<file path="src/rtl/core/command_frame_receiver_queue_core_defines.svh">
// assertion macros shared by the command frame receiver rtl
// no dependencies; included by files that carry concurrent checks
`ifndef COMMAND_FRAME_RECEIVER_QUEUE_CORE_DEFINES_SVH
`define COMMAND_FRAME_RECEIVER_QUEUE_CORE_DEFINES_SVH

// same-cycle implication, disabled while reset is low
`define CFRQ_ASSERT_NOW(label, clk, rst_n, ante, cons) \
    label: assert property (@(posedge clk) disable iff (!rst_n) (ante) |-> (cons)) \
        else $error("cfrq check failed");

// next-cycle implication, disabled while reset is low
`define CFRQ_ASSERT_NEXT(label, clk, rst_n, ante, cons) \
    label: assert property (@(posedge clk) disable iff (!rst_n) (ante) |=> (cons)) \
        else $error("cfrq check failed");

`endif

</file>
<file path="src/rtl/core/cfrq_pkg.sv">
// types and constants for the command frame receiver queue
// no dependencies; imported by the interfaces and all modules
package cfrq_pkg;

    // queue geometry
    localparam int QUEUE_DEPTH = 16;
    localparam int PTR_W       = (QUEUE_DEPTH > 1) ? $clog2(QUEUE_DEPTH) : 1;
    localparam int CNT_W       = $clog2(QUEUE_DEPTH + 1);

    // frame layout
    localparam int BYTE_BITS    = 8;
    localparam int HDR_BYTES    = 4;
    localparam int POS_MODULE   = 0;
    localparam int POS_FUNCTION = 1;
    localparam int LEN_LO_POS   = 2;
    localparam int LEN_HI_POS   = 3;
    localparam int POS_W        = 17;
    localparam int LEN_W        = 16;
    localparam int QCOUNT_W     = 5;

    typedef enum logic {
        OP_BYTE = 1'b0,
        OP_POP  = 1'b1
    } op_t;

    typedef struct packed {
        logic [BYTE_BITS-1:0] mod_id;
        logic [BYTE_BITS-1:0] func_id;
        logic [LEN_W-1:0]     len;
    } hdr_t;

    // parser status for the byte on the input
    typedef struct packed {
        logic             payload_valid;
        logic [LEN_W-1:0] payload_index;
        logic             frame_done;
        hdr_t             hdr;
    } parse_t;

    // queue status before the current beat is applied, with the count after it
    typedef struct packed {
        logic             empty;
        logic             full;
        logic [CNT_W-1:0] count_next;
        hdr_t             head;
    } qstat_t;

    // one result beat
    typedef struct packed {
        logic                 payload_valid;
        logic [BYTE_BITS-1:0] payload_byte;
        logic [LEN_W-1:0]     payload_index;
        logic                 frame_done;
        logic                 frame_dropped;
        logic                 cmd_valid;
        logic [BYTE_BITS-1:0] cmd_target;
        logic [BYTE_BITS-1:0] cmd_function;
        logic [LEN_W-1:0]     cmd_length;
        logic                 pop_error;
        logic [QCOUNT_W-1:0]  queue_count;
        logic                 queue_full;
    } result_t;

endpackage

</file>
<file path="src/rtl/core/cfrq_parser.sv">
// frame header / payload parser, one byte per enable
// depends on cfrq_pkg
module cfrq_parser
    import cfrq_pkg::*;
(
    input  logic                 clk,
    input  logic                 rst_n,
    input  logic                 byte_en,
    input  logic [BYTE_BITS-1:0] rx_byte,
    output parse_t               status
);

    logic [POS_W-1:0]     pos_reg, pos_next;
    logic [LEN_W-1:0]     len_reg, len_next;
    logic [BYTE_BITS-1:0] mod_reg, mod_next;
    logic [BYTE_BITS-1:0] func_reg, func_next;

    logic [POS_W-1:0]     pos_inc;
    logic [LEN_W-1:0]     len_new;
    logic [BYTE_BITS-1:0] mod_new;
    logic [BYTE_BITS-1:0] func_new;
    logic                 in_payload;
    logic                 done;

    always_comb
    begin
        pos_inc    = pos_reg + POS_W'(1);
        in_payload = (pos_reg >= POS_W'(HDR_BYTES));
        mod_new    = (pos_reg == POS_W'(POS_MODULE)) ? rx_byte : mod_reg;
        func_new   = (pos_reg == POS_W'(POS_FUNCTION)) ? rx_byte : func_reg;
        if (pos_reg == POS_W'(LEN_LO_POS))
        begin
            len_new = LEN_W'(rx_byte);
        end
        else if (pos_reg == POS_W'(LEN_HI_POS))
        begin
            len_new = {rx_byte, len_reg[BYTE_BITS-1:0]};
        end
        else
        begin
            len_new = len_reg;
        end
        // frame ends once all header and payload bytes are in
        done = (pos_inc >= (POS_W'(HDR_BYTES) + POS_W'(len_new)));

        status.payload_valid = in_payload;
        status.payload_index = in_payload ? LEN_W'(pos_reg - POS_W'(HDR_BYTES)) : '0;
        status.frame_done    = done;
        status.hdr.mod_id    = mod_new;
        status.hdr.func_id   = func_new;
        status.hdr.len       = len_new;

        pos_next  = pos_reg;
        len_next  = len_reg;
        mod_next  = mod_reg;
        func_next = func_reg;
        if (byte_en)
        begin
            pos_next  = done ? '0 : pos_inc;
            len_next  = done ? '0 : len_new;
            mod_next  = mod_new;
            func_next = func_new;
        end
    end

    always_ff @(posedge clk or negedge rst_n)
    begin
        if (!rst_n)
        begin
            pos_reg  <= '0;
            len_reg  <= '0;
            mod_reg  <= '0;
            func_reg <= '0;
        end
        else
        begin
            pos_reg  <= pos_next;
            len_reg  <= len_next;
            mod_reg  <= mod_next;
            func_reg <= func_next;
        end
    end

endmodule

</file>
<file path="config.mk">
export PLATFORM = sky130hd
export DESIGN_NAME = cfrq_parser
export DESIGN_NICKNAME = d
export VERILOG_FILES = /design/src/rtl/core/command_frame_receiver_queue_core_defines.svh /design/src/rtl/core/cfrq_pkg.sv /design/src/rtl/core/cfrq_parser.sv
export SDC_FILE = /design/constraint.sdc
export NUM_CORES = 1
export LEC_CHECK = 0
export ABC_AREA = 1
export BUFFER_PORTS_ARGS = -buffer_cell sky130_fd_sc_hd__buf_4
export CORE_ASPECT_RATIO = 0.5
export CORE_MARGIN = 1.5
export CORE_UTILIZATION = 30
export DETAILED_ROUTE_END_ITERATION = 6
export GPL_ROUTABILITY_DRIVEN = 0
export SETUP_SLACK_MARGIN = 0.3
export SYNTH_ARGS = -nofsm -noshare
export SYNTH_HDL_FRONTEND = slang
export SYNTH_SLANG_ARGS = --single-unit
</file>
<file path="constraint.sdc">
create_clock -name clk -period 10.06 [get_ports clk]
set_clock_uncertainty 0.1 [all_clocks]
set_input_delay 1.006 -clock clk [delete_from_list [all_inputs] [get_ports clk]]
set_output_delay 1.006 -clock clk [all_outputs]
set_load 0.05 [all_outputs]
</file>
==> impl_metrics.toml <==
[detailed_routing]
viasPerCell = 4.66
antenna_left = 0
first_pass_iters = 5
detailedRoute.firstIterationViolations = 237
routed_wl_um = 11400
remaining_drc_errors = 0
dr_total_vias = 3825
wl_per_cell_um = 14.0

[clock_network]
clock_root_buffer = "sky130_fd_sc_hd__clkbuf_16"
clock_latency_ps = 300
cts.repair.resized = 0
cts_tree = "built"
clk_path_buf_depth = 2
post-cts-setup-buffer-count = 0
clk_transition_reported_paths_ps = 80
cts_num_sinks = 49
ctsHoldBuffers = 0
ctsHtreeMaxLevel = 2
cts_inserted_buffers = 5

[global_route]
maximum_number_of_pins_on_one_net_before_global_route_repair = 72
grt_antenna_before_repair = 0
gr-total-overflow = 0
first_global_vias = 3585
grt_pass1_wl_um = 18600
grt_usage = 0.165

[finish]
fill_cells = 1431
fin_area_sq_um = 4810
postLayoutCoreUtil = 0.357
final_layout_size_suffix_gt1_frac = 0.177
area.growth.synth_to_final_pct = 16.7
insertedDiodeCount = 0
largest_reg_flops = 17
final_net_count = 680

[floorplan]
initial_utilization = 0.306
dieWidth_um = 169
die_area_sq_um = 14500
floorplan.die.height_um = 85.9
floorplan.core_area_sq_um = 13500
row_count = 30
floorplan.io_pins = 61

[logic_synthesis]
synth_edf_count = 0
synth.ff_latch_count = 49
synth_area_per_cell_sq_um = 6.88
seq_area_frac_synth = 0.297
mappedNetlistArea_sq_um = 4120
ys_async_sr_fraction = 1.00
count_of_cell_types_in_the_netlist = 34
synth_cells = 599
yosysWarningCount = 0
post_synth_main_area_contributors = "sky130_fd_sc_hd__dfrtp_1, sky130_fd_sc_hd__nand2_1, sky130_fd_sc_hd__ha_1"
yosys.cell_count.top_type = "sky130_fd_sc_hd__nand2_1"
synth_flop_cell = "sky130_fd_sc_hd__dfrtp_1"
synth_largest_type_area_fraction = 0.297
ys_top_cells_by_count = "sky130_fd_sc_hd__nand2_1, sky130_fd_sc_hd__inv_1, sky130_fd_sc_hd__dfrtp_1, sky130_fd_sc_hd__nor2_1, sky130_fd_sc_hd__nand3_1"
synth.net_count = 636
synth_area_leader_cell = "sky130_fd_sc_hd__dfrtp_1"

[timing]
timing.max_slew.rel_slack = 0.519
fmax_mhz = 201
final.setup.tns_ps = 0
fin_crit_ps = 4980
setup_violating_endpoint_count_in_the_final_report = 0
timing_worst_slew_pin_value_ps = 721
timing.final.crit_share = 0.495
unrepaired_setup_endpoints_after_global_routing = "false"
report.final.hold_viol_count = 0
drv_slew = 0

[outcome]
run_status = "finished clean"

[worst_setup_path]
timing_worst_setup_path_type = "flop to output port"
critical_path.endpoint_type = "output port"
critPathMaxFanout = 22
critical_path_arrival_ps = 3880
critical_path.startpoint_type = "flop"
critPathRequiredTime_ps = 8950

[place]
detailed_placer_s_ending_hpwl_um = 8560
port_buffers = 60
placement.cell_area_sq_um = 4660

[flow_run]
max_cap_violations = 0

[worst_hold_path]
hold_path_class = "flop to flop"
## kinds of logic (layout without fill, tap and decap cells)
logic type | after synthesis | count (layout) | share of synthesized area
flip-flops | 49 | 49 | 0.297
AO/OA/AOI/OAI | 71 | 71 | 0.0941
adder cells (fa/ha/maj) | 26 | 26 | 0.0789
XOR/XNOR | 26 | 26 | 0.0552
buffers and inverters | 92 | 137 | 0.0965
AND/OR/NAND/NOR | 335 | 335 | 0.378
## layer usage
metal | share of wire | global-route usage | up-vias
li1 | - | - | 2005
met1 | 0.52 | 0.233 | 1745
met2 | 0.44 | 0.267 | 67
met3 | 0.035 | 0.0254 | 8
met4 | 0.0084 | 0.0341 | 0
met5 | 0 | 0 | -
## per-stage QoR
step / setup slack (ps) / instances / hold WS (ps)
CTS: 5090 / 820 / 386
global placement: 5610 / 812 / 362
floorplan: 5070 / 599 / 350
finish: 5080 / 820 / 382
detailed placement: 5440 / 812 / 366
global route: 4700 / 820 / 399
## final timing paths
kind | startpoint | to | slack [ps] | depth (start not counted)
max | pos_reg[2] | status[32] | 5080 | 22
min | mod_reg[5] | mod_reg[5] | 380 | 2
max reg2reg | pos_reg[2] | pos_reg[15] | 5930 | 23
min reg2reg | mod_reg[5] | mod_reg[5] | 380 | 2
max in group asynchronous | rst_n | len_reg[5] | 8770 | 1
min in group asynchronous | rst_n | pos_reg[13] | 630 | 1
## cell type report
class	instances	area [sq um]	share of cell area
tap	176	220	0.0458
sequential	49	1230	0.255
clock buffer	5	125	0.0260
timing repair buffer	61	458	0.0952
inverter	68	255	0.0531
multi-input combinational	458	2500	0.520
clock inverter	3	26.3	0.00546
## layout by cell type, fill, tap and decap left out
cell type / count
sky130_fd_sc_hd__xor2_1: 25
sky130_fd_sc_hd__and2_1: 1
sky130_fd_sc_hd__nand3_2: 3
sky130_fd_sc_hd__nor3b_1: 1
sky130_fd_sc_hd__o22ai_1: 21
sky130_fd_sc_hd__nor2_8: 1
sky130_fd_sc_hd__inv_2: 6
sky130_fd_sc_hd__ha_1: 26
sky130_fd_sc_hd__nor2_4: 10
sky130_fd_sc_hd__o21ai_1: 9
sky130_fd_sc_hd__a21oi_1: 9
sky130_fd_sc_hd__inv_1: 61
sky130_fd_sc_hd__inv_6: 3
sky130_fd_sc_hd__buf_4: 61
sky130_fd_sc_hd__o21ai_0: 29
sky130_fd_sc_hd__nor2_1: 47
sky130_fd_sc_hd__nor3_1: 9
sky130_fd_sc_hd__nand2_1: 188
sky130_fd_sc_hd__nand4_1: 10
sky130_fd_sc_hd__xnor2_1: 1
sky130_fd_sc_hd__dfrtp_1: 49
sky130_fd_sc_hd__a31oi_1: 1
sky130_fd_sc_hd__o21bai_1: 1
sky130_fd_sc_hd__nand2_4: 5
sky130_fd_sc_hd__or2_2: 1
sky130_fd_sc_hd__a21o_1: 1
sky130_fd_sc_hd__nor2_2: 6
sky130_fd_sc_hd__clkbuf_16: 5
sky130_fd_sc_hd__nor3_2: 3
sky130_fd_sc_hd__nand2_2: 10
sky130_fd_sc_hd__nand3_1: 40
sky130_fd_sc_hd__clkinv_1: 1
## worst max-delay path: stages, from the launching register on
cell and delay [ps]:
sky130_fd_sc_hd__dfrtp_1 460, sky130_fd_sc_hd__inv_1 150, sky130_fd_sc_hd__ha_1 240, sky130_fd_sc_hd__nand3_1 150
sky130_fd_sc_hd__nor2_4 260, sky130_fd_sc_hd__nand2_4 200, sky130_fd_sc_hd__nand2_1 100, sky130_fd_sc_hd__nand2_1 150
sky130_fd_sc_hd__ha_1 220, sky130_fd_sc_hd__inv_1 110, sky130_fd_sc_hd__nor2_4 70, sky130_fd_sc_hd__nand2_2 60
sky130_fd_sc_hd__nor2_2 60, sky130_fd_sc_hd__nand3_1 60, sky130_fd_sc_hd__nand2_1 60, sky130_fd_sc_hd__ha_1 300
sky130_fd_sc_hd__nand2_1 50, sky130_fd_sc_hd__inv_1 60, sky130_fd_sc_hd__nand3_1 90, sky130_fd_sc_hd__nor3_1 220
sky130_fd_sc_hd__nand4_1 110, sky130_fd_sc_hd__nand4_1 160, sky130_fd_sc_hd__buf_4 220
Power is not shown: default switching activity piles up to over one toggle a cycle in this logic, so the estimate is an artifact.
